--- src/rtl/tlblru_pkg.sv ---
package tlblru_pkg;

    // Fixed field widths.
    localparam int FRAME_W = 20;
    localparam int STAMP_W = 32;
    localparam int CFG_W   = 5;
    localparam int EVPG_W  = 20;

    // Defaults for the top-level parameters.
    localparam int MAX_ENTRIES_DEF = 16;
    localparam int PAGE_BITS_DEF   = 20;

    // Value of the usable-entry register after reset.
    localparam logic [CFG_W-1:0] ENTRIES_RESET = 5'd16;

    // Request kinds.
    localparam logic KIND_LOOKUP = 1'b0;
    localparam logic KIND_INSERT = 1'b1;

    // Running results of the scan unit.
    typedef struct packed {
        logic have_match;
        logic have_free;
        logic have_old;
    } scan_flags_t;

endpackage

--- src/rtl/tlblru_store.sv ---
module tlblru_store #(
    parameter int MAX_ENTRIES = tlblru_pkg::MAX_ENTRIES_DEF,
    parameter int PAGE_BITS   = tlblru_pkg::PAGE_BITS_DEF,
    localparam int IDX_W = (MAX_ENTRIES > 1) ? $clog2(MAX_ENTRIES) : 1,
    localparam int CNT_W = $clog2(MAX_ENTRIES + 1)
) (
    input  logic                          clk,
    input  logic                          rst_n,
    // Registered read port.
    input  logic [IDX_W-1:0]              rd_addr,
    output logic                          rd_valid,
    output logic [PAGE_BITS-1:0]          rd_page,
    output logic [tlblru_pkg::FRAME_W-1:0] rd_frame,
    output logic [tlblru_pkg::STAMP_W-1:0] rd_stamp,
    // Write port; a write always marks the entry valid.
    input  logic                          wr_en,
    input  logic [IDX_W-1:0]              wr_addr,
    input  logic [PAGE_BITS-1:0]          wr_page,
    input  logic [tlblru_pkg::FRAME_W-1:0] wr_frame,
    input  logic [tlblru_pkg::STAMP_W-1:0] wr_stamp,
    // Invalidate every entry at or above trim_cap.
    input  logic                          trim_en,
    input  logic [CNT_W-1:0]              trim_cap
);

    logic [PAGE_BITS-1:0]           page_mem  [MAX_ENTRIES];
    logic [tlblru_pkg::FRAME_W-1:0] frame_mem [MAX_ENTRIES];
    logic [tlblru_pkg::STAMP_W-1:0] stamp_mem [MAX_ENTRIES];

    logic [MAX_ENTRIES-1:0] valid_reg;
    logic [MAX_ENTRIES-1:0] valid_next;

    // Entry payload memory: one write and one registered read per cycle.
    always_ff @(posedge clk)
    begin
        if (wr_en)
        begin
            page_mem[wr_addr]  <= wr_page;
            frame_mem[wr_addr] <= wr_frame;
            stamp_mem[wr_addr] <= wr_stamp;
        end
        rd_page  <= page_mem[rd_addr];
        rd_frame <= frame_mem[rd_addr];
        rd_stamp <= stamp_mem[rd_addr];
    end

    // Valid bits: set on write, cleared at or above the usable count on a trim.
    always_comb
    begin
        valid_next = valid_reg;
        for (int i = 0; i < MAX_ENTRIES; i++)
        begin
            if (trim_en && (CNT_W'(i) >= trim_cap))
            begin
                valid_next[i] = 1'b0;
            end
        end
        if (wr_en)
        begin
            valid_next[wr_addr] = 1'b1;
        end
    end

    always_ff @(posedge clk or negedge rst_n)
    begin
        if (!rst_n)
        begin
            valid_reg <= '0;
            rd_valid  <= 1'b0;
        end
        else
        begin
            valid_reg <= valid_next;
            rd_valid  <= valid_reg[rd_addr];
        end
    end

endmodule

--- src/rtl/tlblru_scan.sv ---
module tlblru_scan #(
    parameter int MAX_ENTRIES = tlblru_pkg::MAX_ENTRIES_DEF,
    parameter int PAGE_BITS   = tlblru_pkg::PAGE_BITS_DEF,
    localparam int IDX_W = (MAX_ENTRIES > 1) ? $clog2(MAX_ENTRIES) : 1
) (
    input  logic                           clk,
    input  logic                           rst_n,
    input  logic                           clear,
    input  logic                           step,
    input  logic [IDX_W-1:0]               idx,
    input  logic [PAGE_BITS-1:0]           key_page,
    input  logic                           ent_valid,
    input  logic [PAGE_BITS-1:0]           ent_page,
    input  logic [tlblru_pkg::FRAME_W-1:0] ent_frame,
    input  logic [tlblru_pkg::STAMP_W-1:0] ent_stamp,
    output tlblru_pkg::scan_flags_t        flags,
    output logic [IDX_W-1:0]               found_idx,
    output logic [IDX_W-1:0]               free_idx,
    output logic [IDX_W-1:0]               oldest_idx,
    output logic [tlblru_pkg::FRAME_W-1:0] match_frame,
    output logic [PAGE_BITS-1:0]           oldest_page
);

    tlblru_pkg::scan_flags_t        flags_reg;
    tlblru_pkg::scan_flags_t        flags_next;
    logic [IDX_W-1:0]               found_idx_reg;
    logic [IDX_W-1:0]               free_idx_reg;
    logic [IDX_W-1:0]               oldest_idx_reg;
    logic [tlblru_pkg::FRAME_W-1:0] match_frame_reg;
    logic [PAGE_BITS-1:0]           oldest_page_reg;
    logic [tlblru_pkg::STAMP_W-1:0] oldest_stamp_reg;
    logic                           take_match;
    logic                           take_old;
    logic                           take_free;

    // One entry per step: page match, free slot and oldest stamp.
    always_comb
    begin
        take_match = step && ent_valid && !flags_reg.have_match && (ent_page == key_page);
        take_old   = step && ent_valid &&
                     (!flags_reg.have_old || (ent_stamp < oldest_stamp_reg));
        take_free  = step && !ent_valid && !flags_reg.have_free;
        flags_next = flags_reg;
        if (clear)
        begin
            flags_next = '0;
        end
        else
        begin
            if (take_match)
            begin
                flags_next.have_match = 1'b1;
            end
            if (take_old)
            begin
                flags_next.have_old = 1'b1;
            end
            if (take_free)
            begin
                flags_next.have_free = 1'b1;
            end
        end
    end

    always_ff @(posedge clk or negedge rst_n)
    begin
        if (!rst_n)
        begin
            flags_reg <= '0;
        end
        else
        begin
            flags_reg <= flags_next;
        end
    end

    // Captured entry data; only meaningful once the matching flag is set.
    always_ff @(posedge clk)
    begin
        if (!clear && take_match)
        begin
            found_idx_reg   <= idx;
            match_frame_reg <= ent_frame;
        end
        if (!clear && take_old)
        begin
            oldest_idx_reg   <= idx;
            oldest_page_reg  <= ent_page;
            oldest_stamp_reg <= ent_stamp;
        end
        if (!clear && take_free)
        begin
            free_idx_reg <= idx;
        end
    end

    assign flags       = flags_reg;
    assign found_idx   = found_idx_reg;
    assign free_idx    = free_idx_reg;
    assign oldest_idx  = oldest_idx_reg;
    assign match_frame = match_frame_reg;
    assign oldest_page = oldest_page_reg;

endmodule

--- src/rtl/tlb_lru_lookup_insert_core.sv ---
// Channel  Dir  Handshake                    Payload
// s_axis   in   s_axis_tvalid/s_axis_tready  tdata: page_number, frame_in, time_stamp;
//                                            tuser: kind
// m_axis   out  m_axis_tvalid/m_axis_tready  tdata: frame_out, evicted_page;
//                                            tuser: hit, evicted
// cfg      in   cfg_we                       cfg_wdata: entries_in_use
//
// One request is in flight at a time. A request scans the usable entries one per
// cycle through the single read port of the entry memory and one compare unit;
// a drain step and a write-back step follow the scan before the result is valid,
// and the next request can be taken in the cycle after the result is taken.
// With zero usable entries the all-zero result is valid on the cycle after acceptance.
// Reset empties the buffer and sets the usable count to 16; a stalled result holds.
module tlb_lru_lookup_insert_core #(
    parameter int MAX_ENTRIES = tlblru_pkg::MAX_ENTRIES_DEF,
    parameter int PAGE_BITS   = tlblru_pkg::PAGE_BITS_DEF,
    localparam int IN_W  = ((PAGE_BITS + tlblru_pkg::FRAME_W + tlblru_pkg::STAMP_W + 7) / 8) * 8,
    localparam int OUT_W = ((tlblru_pkg::FRAME_W + tlblru_pkg::EVPG_W + 7) / 8) * 8
) (
    input  logic                         clk,
    input  logic                         rst_n,
    input  logic                         s_axis_tvalid,
    output logic                         s_axis_tready,
    // page_number, frame_in, time_stamp, zero pad
    input  logic [IN_W-1:0]              s_axis_tdata,
    // kind
    input  logic                         s_axis_tuser,
    output logic                         m_axis_tvalid,
    input  logic                         m_axis_tready,
    // frame_out, evicted_page
    output logic [OUT_W-1:0]             m_axis_tdata,
    // hit, evicted
    output logic [1:0]                   m_axis_tuser,
    input  logic                         cfg_we,
    input  logic [tlblru_pkg::CFG_W-1:0] cfg_wdata
);

    localparam int IDX_W = (MAX_ENTRIES > 1) ? $clog2(MAX_ENTRIES) : 1;
    localparam int CNT_W = $clog2(MAX_ENTRIES + 1);
    localparam int FW    = tlblru_pkg::FRAME_W;
    localparam int SW    = tlblru_pkg::STAMP_W;
    localparam int EW    = tlblru_pkg::EVPG_W;

    localparam logic [2:0] S_IDLE  = 3'd0;
    localparam logic [2:0] S_SCAN  = 3'd1;
    localparam logic [2:0] S_DRAIN = 3'd2;
    localparam logic [2:0] S_WRITE = 3'd3;
    localparam logic [2:0] S_OUT   = 3'd4;

    logic [2:0]                   state_reg;
    logic [2:0]                   state_next;
    logic [tlblru_pkg::CFG_W-1:0] entries_reg;
    logic [CNT_W-1:0]             cap;
    logic [CNT_W-1:0]             new_cap;
    logic [IDX_W-1:0]             scan_idx_reg;
    logic [IDX_W-1:0]             scan_idx_next;
    logic                         cmp_step_reg;
    logic [IDX_W-1:0]             cmp_idx_reg;
    logic                         scan_clear;

    logic                         key_kind_reg;
    logic [PAGE_BITS-1:0]         key_page_reg;
    logic [FW-1:0]                key_frame_reg;
    logic [SW-1:0]                key_stamp_reg;

    logic                         out_hit_reg;
    logic                         out_evicted_reg;
    logic [FW-1:0]                out_frame_reg;
    logic [EW-1:0]                out_evpage_reg;

    logic                         ent_valid;
    logic [PAGE_BITS-1:0]         ent_page;
    logic [FW-1:0]                ent_frame;
    logic [SW-1:0]                ent_stamp;
    logic                         wr_en;
    logic [IDX_W-1:0]             wr_addr;
    logic [FW-1:0]                wr_frame;

    tlblru_pkg::scan_flags_t      flags;
    logic [IDX_W-1:0]             found_idx;
    logic [IDX_W-1:0]             free_idx;
    logic [IDX_W-1:0]             oldest_idx;
    logic [FW-1:0]                match_frame;
    logic [PAGE_BITS-1:0]         oldest_page;
    logic [EW-1:0]                oldest_page_ext;

    logic                         in_fire;
    logic                         scan_last;

    // Usable count, saturated at the table size, now and for a pending write.
    always_comb
    begin
        if (32'(entries_reg) > MAX_ENTRIES)
        begin
            cap = CNT_W'(MAX_ENTRIES);
        end
        else
        begin
            cap = CNT_W'(entries_reg);
        end
        if (32'(cfg_wdata) > MAX_ENTRIES)
        begin
            new_cap = CNT_W'(MAX_ENTRIES);
        end
        else
        begin
            new_cap = CNT_W'(cfg_wdata);
        end
    end

    always_ff @(posedge clk or negedge rst_n)
    begin
        if (!rst_n)
        begin
            entries_reg <= tlblru_pkg::ENTRIES_RESET;
        end
        else if (cfg_we)
        begin
            entries_reg <= cfg_wdata;
        end
    end

    assign in_fire   = s_axis_tvalid && s_axis_tready;
    assign scan_last = (CNT_W'(scan_idx_reg) + CNT_W'(1)) == cap;

    // Sequencer.
    always_comb
    begin
        state_next    = state_reg;
        scan_idx_next = scan_idx_reg;
        scan_clear    = 1'b0;
        case (state_reg)
            S_IDLE:
            begin
                if (in_fire)
                begin
                    scan_idx_next = '0;
                    scan_clear    = 1'b1;
                    state_next    = (cap == '0) ? S_OUT : S_SCAN;
                end
            end
            S_SCAN:
            begin
                if (scan_last)
                begin
                    state_next = S_DRAIN;
                end
                else
                begin
                    scan_idx_next = scan_idx_reg + IDX_W'(1);
                end
            end
            S_DRAIN:
            begin
                state_next = S_WRITE;
            end
            S_WRITE:
            begin
                state_next = S_OUT;
            end
            S_OUT:
            begin
                if (m_axis_tready)
                begin
                    state_next = S_IDLE;
                end
            end
            default:
            begin
                state_next = S_IDLE;
            end
        endcase
    end

    always_ff @(posedge clk or negedge rst_n)
    begin
        if (!rst_n)
        begin
            state_reg    <= S_IDLE;
            scan_idx_reg <= '0;
            cmp_step_reg <= 1'b0;
            cmp_idx_reg  <= '0;
        end
        else
        begin
            state_reg    <= state_next;
            scan_idx_reg <= scan_idx_next;
            cmp_step_reg <= (state_reg == S_SCAN);
            cmp_idx_reg  <= scan_idx_reg;
        end
    end

    // Request fields.
    always_ff @(posedge clk)
    begin
        if (in_fire)
        begin
            key_kind_reg  <= s_axis_tuser;
            key_page_reg  <= s_axis_tdata[PAGE_BITS-1:0];
            key_frame_reg <= s_axis_tdata[PAGE_BITS +: FW];
            key_stamp_reg <= s_axis_tdata[PAGE_BITS + FW +: SW];
        end
    end

    // Write-back decision at the end of the scan.
    always_comb
    begin
        wr_en    = (state_reg == S_WRITE);
        wr_addr  = found_idx;
        wr_frame = key_frame_reg;
        if (key_kind_reg == tlblru_pkg::KIND_LOOKUP)
        begin
            wr_en    = wr_en && flags.have_match;
            wr_frame = match_frame;
        end
        else if (!flags.have_match)
        begin
            wr_addr = flags.have_free ? free_idx : oldest_idx;
        end
    end

    if (PAGE_BITS >= EW)
    begin : g_evpg_trunc
        assign oldest_page_ext = oldest_page[EW-1:0];
    end
    else
    begin : g_evpg_ext
        assign oldest_page_ext = EW'(oldest_page);
    end

    // Result register.
    always_ff @(posedge clk or negedge rst_n)
    begin
        if (!rst_n)
        begin
            out_hit_reg     <= 1'b0;
            out_evicted_reg <= 1'b0;
            out_frame_reg   <= '0;
            out_evpage_reg  <= '0;
        end
        else if (in_fire)
        begin
            out_hit_reg     <= 1'b0;
            out_evicted_reg <= 1'b0;
            out_frame_reg   <= '0;
            out_evpage_reg  <= '0;
        end
        else if (state_reg == S_WRITE)
        begin
            if (key_kind_reg == tlblru_pkg::KIND_LOOKUP)
            begin
                if (flags.have_match)
                begin
                    out_hit_reg   <= 1'b1;
                    out_frame_reg <= match_frame;
                end
            end
            else if (!flags.have_match && !flags.have_free)
            begin
                out_evicted_reg <= 1'b1;
                out_evpage_reg  <= oldest_page_ext;
            end
        end
    end

    tlblru_store #(
        .MAX_ENTRIES (MAX_ENTRIES),
        .PAGE_BITS   (PAGE_BITS)
    ) u_store (
        .clk      (clk),
        .rst_n    (rst_n),
        .rd_addr  (scan_idx_reg),
        .rd_valid (ent_valid),
        .rd_page  (ent_page),
        .rd_frame (ent_frame),
        .rd_stamp (ent_stamp),
        .wr_en    (wr_en),
        .wr_addr  (wr_addr),
        .wr_page  (key_page_reg),
        .wr_frame (wr_frame),
        .wr_stamp (key_stamp_reg),
        .trim_en  (cfg_we),
        .trim_cap (new_cap)
    );

    tlblru_scan #(
        .MAX_ENTRIES (MAX_ENTRIES),
        .PAGE_BITS   (PAGE_BITS)
    ) u_scan (
        .clk         (clk),
        .rst_n       (rst_n),
        .clear       (scan_clear),
        .step        (cmp_step_reg),
        .idx         (cmp_idx_reg),
        .key_page    (key_page_reg),
        .ent_valid   (ent_valid),
        .ent_page    (ent_page),
        .ent_frame   (ent_frame),
        .ent_stamp   (ent_stamp),
        .flags       (flags),
        .found_idx   (found_idx),
        .free_idx    (free_idx),
        .oldest_idx  (oldest_idx),
        .match_frame (match_frame),
        .oldest_page (oldest_page)
    );

    assign s_axis_tready = (state_reg == S_IDLE);
    assign m_axis_tvalid = (state_reg == S_OUT);
    assign m_axis_tdata  = OUT_W'({out_evpage_reg, out_frame_reg});
    assign m_axis_tuser  = {out_evicted_reg, out_hit_reg};

    // The block never takes a request while a result is pending.
    a_no_overlap: assert property (@(posedge clk) disable iff (!rst_n)
        !(s_axis_tready && m_axis_tvalid))
        else $error("request accepted while a result is pending");

    // A result never reports both a hit and an eviction.
    a_hit_evict: assert property (@(posedge clk) disable iff (!rst_n)
        m_axis_tvalid |-> !(m_axis_tuser[0] && m_axis_tuser[1]))
        else $error("hit and eviction reported together");

    // A disabled buffer answers on the next cycle with an all-zero result.
    a_disabled: assert property (@(posedge clk) disable iff (!rst_n)
        (in_fire && (cap == '0)) |=>
            (m_axis_tvalid && (m_axis_tuser == '0) && (m_axis_tdata == '0)))
        else $error("disabled buffer gave a nonzero or late result");

    // The scan address stays below the usable count.
    a_scan_range: assert property (@(posedge clk) disable iff (!rst_n)
        (state_reg == S_SCAN) |-> (CNT_W'(scan_idx_reg) < cap))
        else $error("scan address beyond the usable entries");

endmodule

--- config.mk ---
export PLATFORM = sky130hd
export DESIGN_NAME = tlb_lru_lookup_insert_core
export DESIGN_NICKNAME = d
export VERILOG_FILES = /design/src/rtl/tlblru_pkg.sv /design/src/rtl/tlblru_store.sv /design/src/rtl/tlblru_scan.sv /design/src/rtl/tlb_lru_lookup_insert_core.sv
export SDC_FILE = /design/constraint.sdc
export NUM_CORES = 1
export LEC_CHECK = 0
export BUFFER_PORTS_ARGS = -buffer_cell sky130_fd_sc_hd__buf_4
export CAP_MARGIN = 40
export CORE_MARGIN = 3
export CORE_UTILIZATION = 65
export CTS_CLUSTER_SIZE = 30
export DETAILED_ROUTE_END_ITERATION = 8
export PLACE_DENSITY = 0.88
export SLEW_MARGIN = 20
export SYNTH_ARGS = -nofsm -noshare
export SYNTH_HDL_FRONTEND = slang
export SYNTH_SLANG_ARGS = --single-unit
--- constraint.sdc ---
create_clock -name clk -period 13.89 [get_ports clk]
set_clock_uncertainty 0.05 [all_clocks]
set_input_delay 1.389 -clock clk [delete_from_list [all_inputs] [get_ports clk]]
set_output_delay 1.389 -clock clk [all_outputs]
set_load 0.01 [all_outputs]
* Yosys cells after proc, flatten, opt, wreduce, memory -nomap -nowiden
Memory sizes are Yosys's and may differ from the RTL's. A register that Yosys moved wholly into a read port is not among the register bits. Index checks and enable logic that the tools add are counted. Widths: inputs -> output; s select.
Operators by class: multiplexer cells 60, equal/unequal tests 11, add/subtract/negate cells 2, bitwise logic cells 1, reductions and logical operators 49, $lt $le $gt $ge 22
Operators with widths (count):
- $mux 20 | 9
- $ge 4x5->1 const A | 8
- $mux 1 | 34
- $lt 32x32->1 | 1
- $logic_and 1x1->1 | 29
- $eq 20x20->1 | 1
- $ge 3x5->1 const A | 4
- $mux 4 | 5
- $mux 16 | 1
- $or 16x16->16 | 1
- $reduce_bool 2->1 | 8
- $mux 3 | 5
- $pmux 3 s5 | 1
- $reduce_and 3->1 | 4
- $ge 1x5->1 const A | 2
- $ge 2x5->1 const A | 2
- $gt 5x5->1 const B | 2
- $lt 4x5->1 const B | 2
- $mux 5 | 2
- $pmux 4 s2 | 1
- $eq 3x2->1 const B | 2
- $ne 2x1->1 const B | 3
- $add 4x1->5 const B | 1
- $eq 5x5->1 | 1
- 11 further kinds | 16
Word-level totals: memories 3, bits in registers 236, memory bits (writable) 1152, input bits 83
Memories:
- u_store.stamp_mem | depth 16, width 32, read ports 1, clocked after memory_dff 1, wr ports 1, RTL line tlblru_store.sv:28 | logic [tlblru_pkg::STAMP_W-1:0] stamp_mem [MAX_ENTRIES];
- u_store.frame_mem | depth 16, width 20, read ports 1, clocked after memory_dff 1, wr ports 1, RTL line tlblru_store.sv:27 | logic [tlblru_pkg::FRAME_W-1:0] frame_mem [MAX_ENTRIES];
- u_store.page_mem | depth 16, width 20, read ports 1, clocked after memory_dff 1, wr ports 1, RTL line tlblru_store.sv:26 | logic [PAGE_BITS-1:0] page_mem [MAX_ENTRIES];

* Logic depth before layout (Yosys ltp)
Gate-level depths: netlist (run 1).
word-level depth 9, depth in mapped cells 8

* By module
From an unflattened synthesis (run 1), not the netlist that was laid out.
Second synthesis, totals: cells, all modules 2445, area, all modules 53869.2 µm²
Modules (own cells, without submodules):
- tlblru_store | cells each 1922, area an instance 45318.5 µm², times used 1
- tlb_lru_lookup_insert_core | cells each 290, area an instance 4883.4 µm², times used 1
- tlblru_scan | cells each 233, area an instance 3667.3 µm², times used 1

* Least setup slack after synthesis (run 1)
No wires, ideal clock.
path kind input-to-reg, start input port s_axis_tvalid, end register u_scan.oldest_idx_reg[0] (netlist: u_scan.oldest_idx[0]), enable pin, path slack 7187 ps, cell stages on the path 6, library setup time 554 ps, buffers on the path 0, arrival time 6099 ps, cells stage by stage nand2b_1 > or3_1 > nand3_1 > a221oi_1 > o21ai_0 > a211oi_1
Between the ends: longest elaborated chain between the ends 5
Ends and longest elaborated chain:
- start, declared | RTL line tlb_lru_lookup_insert_core.sv:22 | input logic s_axis_tvalid,
- $logic_and 1x1->1 | RTL line tlb_lru_lookup_insert_core.sv:123 | assign in_fire = s_axis_tvalid && s_axis_tready;
- $mux 1 | RTL line tlb_lru_lookup_insert_core.sv:135 | if (in_fire)
- $mux 1 | RTL line tlb_lru_lookup_insert_core.sv:132 | case (state_reg)
- $logic_not 1->1 | RTL line tlblru_scan.sv:85 | if (!clear && take_old)
- $logic_and 1x1->1 | RTL line tlblru_scan.sv:85
- end signal, assigned | RTL line tlblru_scan.sv:87 | oldest_idx_reg <= idx;
- end, declared | RTL line tlblru_scan.sv:28 | logic [IDX_W-1:0] oldest_idx_reg;
Every way passes these cells. A chain may end at the register's enable or synchronous reset.

* Final worst setup path (run 1)
start register key_kind_reg, end memory u_store.stamp_mem[7][2] (netlist name), enable pin
Between the ends: longest elaborated chain between the ends 3, elaborated cells between the ends (all ways) 4, those cells by class mux (4)
Ends and longest elaborated chain:
- start, declared | RTL line tlb_lru_lookup_insert_core.sv:61 | logic key_kind_reg;
- start signal, assigned | RTL line tlb_lru_lookup_insert_core.sv:198 | key_kind_reg <= s_axis_tuser;
- $mux 1 | RTL line tlb_lru_lookup_insert_core.sv:211 | if (key_kind_reg == tlblru_pkg::KIND_LOOKUP)
- $mux 1 | RTL line tlblru_store.sv:36 | if (wr_en)
- $mux 1 (not written as such) | RTL line tlblru_store.sv:40 | stamp_mem[wr_addr] <= wr_stamp;
- end, declared | RTL line tlblru_store.sv:28
Several ways; a longest one is shown, not always the timed one.

==> results.md, run 1 <==
- Sequential share of power: 0.471
- Residual DRC: 0
- Final non-filler cell total: 3782
- Avg Inst Size Synth: 23.00 sq um
- Net Sw Frac: 0.2870
- Avg WL per Cell: 40.34 um
- Slew headroom: 0.3404
- Post-synth cell types: 52
- RSZ-0062 raised after global routing: no
- Count of clock tree sinks: 1460
- # rows: 105
- Core Box Area: 82370 sq um
- CP required: 14200 ps
- Die X: 294.8 um
- Crit Path Class: reg -> reg
- Layout cells sized above 1: 0.3063
- Syn nets: 2473
- Clock-pin transition on the worst setup and hold timing paths: 70 ps
- Die area: 86930 sq um
- Flops & latches, synth: 1460
- Antenna violations before repair: 1
- Total congestion overflow: 0
- Min cycle time layout: 4804 ps
- Hold buffer count at cts: 0
- Post-synthesis sequential area ratio: 0.7879
- Number of max-cap violations: 0
- CTS Buf Count: 137
- Net switching power: 0.003474 W
- Number of enable flip-flop cells after synthesis: 1309
- Crit path DAT: 5120 ps
- Pwr Density: 196.3 nW/um^2
- Slew Viols, Final: 0
- Most frequent cells in the layout: 1309 x edfxtp_1, 365 x mux4_2, 174 x buf_4, 138 x clkbuf_16, 97 x nand2_1
- Leakage: 20.27 nW
- Clock Power Share: 0.319
- Measured slew at the worst slew-check pin: 989.4 ps
- CP peak stage delay: 840 ps
- First-pass GRT wire length: 209500 um
- DRT iter0 DRCs: 5338
- Biggest register: u_store.stamp_mem
- Commonest non-fill, non-tap cell in the layout: edfxtp_1
- Slowest-stage cell, CP: o21ai_0
- Setup Viol. Count Final: 0
- I/O pin count: 127
- Area Growth Syn to Fin: 13.72%
- Worst Setup Start Kind: flop
- Largest net degree at the start of global routing: 116
- Via count: 28594
- Dpl hpwl: 68410 um
- Gr usage total: 0.3460
- Root Buffer: clkbuf_16
- Netlist Area Pre-Place: 54230 sq um
- Share of synthesized registers carrying an async set or reset: 0.05411
- Fin nets: 2710
- Die Y: 294.8 um
- Vias in the first global route: 28775
- # resized after CTS: 0
- Synth warnings: 0
- Skew-Pair Late Insertion Delay: 760 ps
- Biggest regs: u_store.stamp_mem: 512 flops, u_store.frame_mem: 320 flops, u_store.page_mem: 320 flops
- Most used cell along the critical path: buf_4
- Initial core utilization: 0.6583
- Worst setup EP type: flop
- Period utilisation layout: 0.3459
- Status: complete, no violations
- Antenna-violating nets left: 0
- Fin. Hold Viols: 0
- Max FO, Critical Path: 34
- Comb pwr share: 0.210
- CP Cell Sequence: buf_4 > nand2b_1 > o21ai_0 > nand2_1 > nor2_4 > buf_4 > buf_4
- Via/cell ratio: 7.561
- Post-Synthesis Cells: 2358
- CTS tree: done
- Fmax: 208.1 MHz
- Clock buffer depth: 3
- VDD IR max: 0.1378 mV
- Max reg flops: 512
- Internal Pwr Total: 0.008631 W
- H-Tree Depth: 4
- Routed Wire Length: 152500 um
- Drt pass-1 iters: 5
- Post-CTS Setup Bufs: 0
- Cells after DPL: 3515
- HP Class: reg -> reg
- Post-Route Setup TNS: 0 ps
- Top FF cell, synth: edfxtp_1
- GP Congestion: 0.8014
- Port buffer count: 126
- Final Core Density: 0.7486
kinds of logic (layout without fill, tap and decap cells):
logic type               count (synthesis)  count (layout)  share of synthesized area
flip-flops                            1460            1460                     0.7879
multiplexers                           397             397                     0.1581
AND/OR/NAND/NOR                        182             182                    0.01511
buffers and inverters                  146             498                    0.01435
AO/OA/AOI/OAI                          116             116                    0.01281
adder cells (fa/ha/maj)                 32              32                   0.007383
XOR/XNOR                                25              25                   0.004292
other                                    0               2                          0
power by group through the flow:
| stage | clock network (W) | logic (W) | registers [W] |
|---|---|---|---|
| after global routing | 0.00401 | 0.00264 | 0.00573 |
| final | 0.00386 | 0.00254 | 0.00570 |
| after detailed placement | 0 | 0.00229 | 0.00576 |
| after global placement | 0 | 0.00210 | 0.00571 |
| after CTS | 0.00383 | 0.00244 | 0.00570 |
| after floorplan | 0 | 0.00182 | 0.00553 |
synth_stat cells, types with 6 or more instances:
master / n / area, sq um
buf_1: 18 / 67.56
nand3_1: 6 / 30.03
buf_2: 16 / 80.08
edfxtp_1: 1309 / 39310
dfxtp_1: 72 / 1441
mux2_2: 27 / 304.0
nor3_1: 8 / 40.04
clkbuf_1: 44 / 165.2
nand4_1: 7 / 43.79
mux4_2: 365 / 8220
nand2_1: 97 / 364.1
xor2_1: 11 / 96.34
a21oi_1: 12 / 60.06
dfrtp_1: 78 / 1952
xnor2_1: 13 / 113.9
inv_1: 38 / 142.6
nor2_1: 30 / 112.6
ha_1: 32 / 400.4
o21ai_0: 63 / 315.3
a21o_1: 22 / 165.2
buf_6: 27 / 304.0
critical path: cells and delay by family (launching register included):
family | cells | cell delay [ps]
buffers and inverters | 3 | 1550
AOI/OAI and AO/OA | 1 | 840
and+or+nand+nor | 3 | 1510
DFF | 1 | 360
worst paths after layout:
check                                     from                       to  slack, ps  cells past startpoint
hold reg to reg            u_store.rd_frame[8]    u_scan.match_frame[8]        350                      0
hold / removal             u_store.rd_frame[8]    u_scan.match_frame[8]        350                      0
min in group asynchronous                rst_n        out_evpage_reg[9]        440                      1
setup reg to reg                  key_kind_reg  u_store.stamp_mem[7][2]       9090                      7
max in group asynchronous                rst_n          scan_idx_reg[2]      12470                      3
setup / recovery                  key_kind_reg  u_store.stamp_mem[7][2]       9090                      7
layer usage:
metal / share of wire / GRT usage / up-vias
met5: 0 / 0 / -
met4: 0.057 / 0.1766 / 0
met3: 0.13 / 0.08417 / 629
met2: 0.49 / 0.5493 / 3261
met1: 0.32 / 0.4573 / 14452
li1: - / - / 10252
stage by stage:
| step | area, sq um | total power (W) | hold WS, ps | worst slack [ps] |
|---|---|---|---|---|
| 2_1_floorplan | 54230 | 0.007356 | 298.7 | 7187 |
| 3_3_place_gp | 56420 | 0.007811 | 339.1 | 9755 |
| 3_5_place_dp | 56920 | 0.008050 | 338.7 | 9507 |
| 4_1_cts | 61420 | 0.01196 | 347.3 | 9423 |
| 5_1_grt | 61660 | 0.01238 | 360.7 | 9115 |
| 6_report | 61670 | 0.01211 | 350.0 | 9086 |
layout make-up:
cell class	instances	area, sq um
inverter	39	148.9
antenna	2	5.005
tap	1070	1339
clock buffer	177	3710
fill	3739	20710
clock inverter	77	788.3
timing repair buffer	205	2062
sequential	1460	42740
multi-input combinational	752	10870
Note: power is estimated with default switching activity, not from simulation.
==> inputs of run 2 (changes only) <==
--- a/config.mk
+++ b/config.mk
@@ -8,10 +8,10 @@
 export BUFFER_PORTS_ARGS = -buffer_cell sky130_fd_sc_hd__buf_4
 export CAP_MARGIN = 40
 export CORE_MARGIN = 3
-export CORE_UTILIZATION = 65
+export CORE_UTILIZATION = 62
 export CTS_CLUSTER_SIZE = 30
 export DETAILED_ROUTE_END_ITERATION = 8
-export PLACE_DENSITY = 0.88
+export PLACE_DENSITY = 0.85
 export SLEW_MARGIN = 20
 export SYNTH_ARGS = -nofsm -noshare
 export SYNTH_HDL_FRONTEND = slang
==> constraint.sdc (replaced) <==
create_clock -name clk -period 4.7 [get_ports clk]
set_clock_uncertainty 0.05 [all_clocks]
set_input_delay 0.47 -clock clk [delete_from_list [all_inputs] [get_ports clk]]
set_output_delay 0.47 -clock clk [all_outputs]
set_load 0.01 [all_outputs]
==> run 2 against run 1 <==
Compared with the run above:
- combinational power grew to 2.8 times the previous value
- routed wire length is 15% lower
- worst hold slack worse by 300 ps
- cell count is 3.9% higher
- non-clock buffer count is 69 higher
- sequential power grew to 2.9 times the previous value
- first-iteration DRC count is 35% lower
- sequential share of layout area is 0.66 points lower
- sequential cell count stayed put
- count of clock-buffer cells in the layout is 24 higher
- global-route usage is 5.2 points lower
==> results.md, run 2 (same netlist as run 1, synthesis figures left out) <==
- Pwr Density: 558.7 nW/um^2
- Die area: 91050 sq um
- Cells after DPL: 3583
- First-pass GRT wire length: 189900 um
- Die X: 301.7 um
- Slew Viols, Final: 0
- RSZ-0062 raised after global routing: no
- Total congestion overflow: 0
- Count of clock tree sinks: 1460
- Core Box Area: 85950 sq um
- Fill count: 4411
- Most frequent cells in the layout: 1309 x edfxtp_1, 365 x mux4_2, 166 x buf_4, 142 x clkbuf_16, 97 x nand2_1
- R2R cell count: 5
- Layout cells sized above 1: 0.2932
- Worst setup EP type: flop
- Worst Setup Start Kind: flop
- Period utilisation layout: 0.7445
- Design area: 62260 sq um
- Multi-input gate area: 10880 sq um
- Status: complete, no violations
- GP Congestion: 0.7945
- Max reg flops: 512
- CTS Buf Count: 139
- Commonest non-fill, non-tap cell in the layout: edfxtp_1
- Initial core utilization: 0.6309
- Crit Path Class: reg -> reg
- Fin nets: 2781
- Fin. Hold Viols: 0
- Final Core Density: 0.7243
- Via count: 26698
- Antenna-violating nets left: 0
- CP required: 5020 ps
- Reg2Reg Setup Slack: 1200 ps
- I/O pin count: 127
- Register area: 42740 sq um
- Gr usage total: 0.2935
- CTS tree: done
- Setup Viol. Count Final: 0
- Worst Setup SP: u_scan.flags[2]
- Final worst setup slack: 1201 ps
- H-Tree Depth: 4
- Area Growth Syn to Fin: 14.81%
- HP Class: in -> reg
- Vias in the first global route: 28086
- Reg-to-reg endpoint: u_store.stamp_mem[8][5]
- Largest net degree at the start of global routing: 89
- R2r startpoint: u_scan.flags[2]
- # rows: 107
- DP Area: 56900 sq um
- Skew-Pair Late Insertion Delay: 740 ps
- Fmax: 285.8 MHz
- Via/cell ratio: 6.795
- Crit path DAT: 3820 ps
- VDD IR max: 0.3806 mV
- Biggest regs: u_store.stamp_mem: 512 flops, u_store.frame_mem: 320 flops, u_store.page_mem: 320 flops
- Number of max-cap violations: 0
- Root Buffer: clkbuf_16
- Drt pass-1 iters: 5
- Final non-filler cell total: 3929
- Antenna violations before repair: 3
- Post-Route Setup TNS: 0 ps
- DRT iter0 DRCs: 3450
- Biggest register: u_store.stamp_mem
- Min cycle time layout: 3499 ps
- Clock-pin transition on the worst setup and hold timing paths: 60 ps
- Measured slew at the worst slew-check pin: 873.9 ps
- Routed Wire Length: 130200 um
- Slew headroom: 0.4174
- Clock buffer depth: 3
- Avg WL per Cell: 33.15 um
- Die Y: 301.7 um
- Setup crit end: u_store.stamp_mem[8][5]
- Dpl hpwl: 63560 um
- Leakage: 20.45 nW
- Max FO, Critical Path: 42
- # resized after CTS: 0
- Residual DRC: 0
- Pre-CTS WS: 1252 ps
- Port buffer count: 126
## run 2: what timing repair did
item / in CTS / in global routing
setup buffers: 0 / 0
hold buffers: 80 / 0
endpoints found under the hold margin: 119 / 0
## run 2: cell type report
class                           instances  share of cell area
Clock inverter                         57            0.008501
Timing Repair Buffer                  274             0.04202
Tap cell                             1144             0.02299
Inverter                               39            0.002392
Clock buffer                          201             0.06272
Multi-Input combinational cell        752              0.1747
Antenna cell                            2          0.00008039
Sequential cell                      1460              0.6866
## run 2: worst min-delay path by stage
stage | cells past startpoint | endpoint | from | slack [ps]
6_report | 2 | entries_reg[2] | cfg_wdata[2] | 50
4_1_cts | 2 | entries_reg[2] | cfg_wdata[2] | 10
3_3_place_gp | 0 | u_scan.match_frame[18] | u_store.rd_frame[18] | 340
5_1_grt | 2 | entries_reg[2] | cfg_wdata[2] | 40
2_1_floorplan | 0 | cmp_idx_reg[0] | rst_n | 120
3_5_place_dp | 0 | u_scan.match_frame[7] | u_store.rd_frame[7] | 340
## run 2: layer usage
layer,vias to the layer above,wire length [um],part of all wire,global-route usage
li1,10410,-,-,-
met1,13884,44610,0.34,0.3812
met2,2003,67400,0.52,0.4928
met3,399,12250,0.094,0.05778
met4,2,5955,0.046,0.1282
met5,-,14,0.00011,0
## run 2: where the power goes
| group | switching [W] | total (W) | internal (W) |
|---|---|---|---|
| combinational | 0.00347 | 0.00705 | 0.00358 |
| clock | 0.00483 | 0.0109 | 0.00612 |
| sequential | 0.00115 | 0.0168 | 0.0156 |
| total | 0.00945 | 0.0348 | 0.0253 |
## run 2: stage by stage
| stage | hold WS, ps | power (W) |
|---|---|---|
| final | 52.95 | 0.03478 |
| after global routing | 44.12 | 0.03587 |
| after CTS | 11.02 | 0.03483 |
| after detailed placement | 339.7 | 0.02369 |
| after global placement | 338.2 | 0.02321 |
| after floorplan | 124.4 | 0.02174 |
## run 2: critical path: stages (launching register included)
cell and delay [ps]:
dfrtp_1 510, nand2b_1 380, mux2i_1 410, nand3_1 530
nor2_4 790, buf_12 400
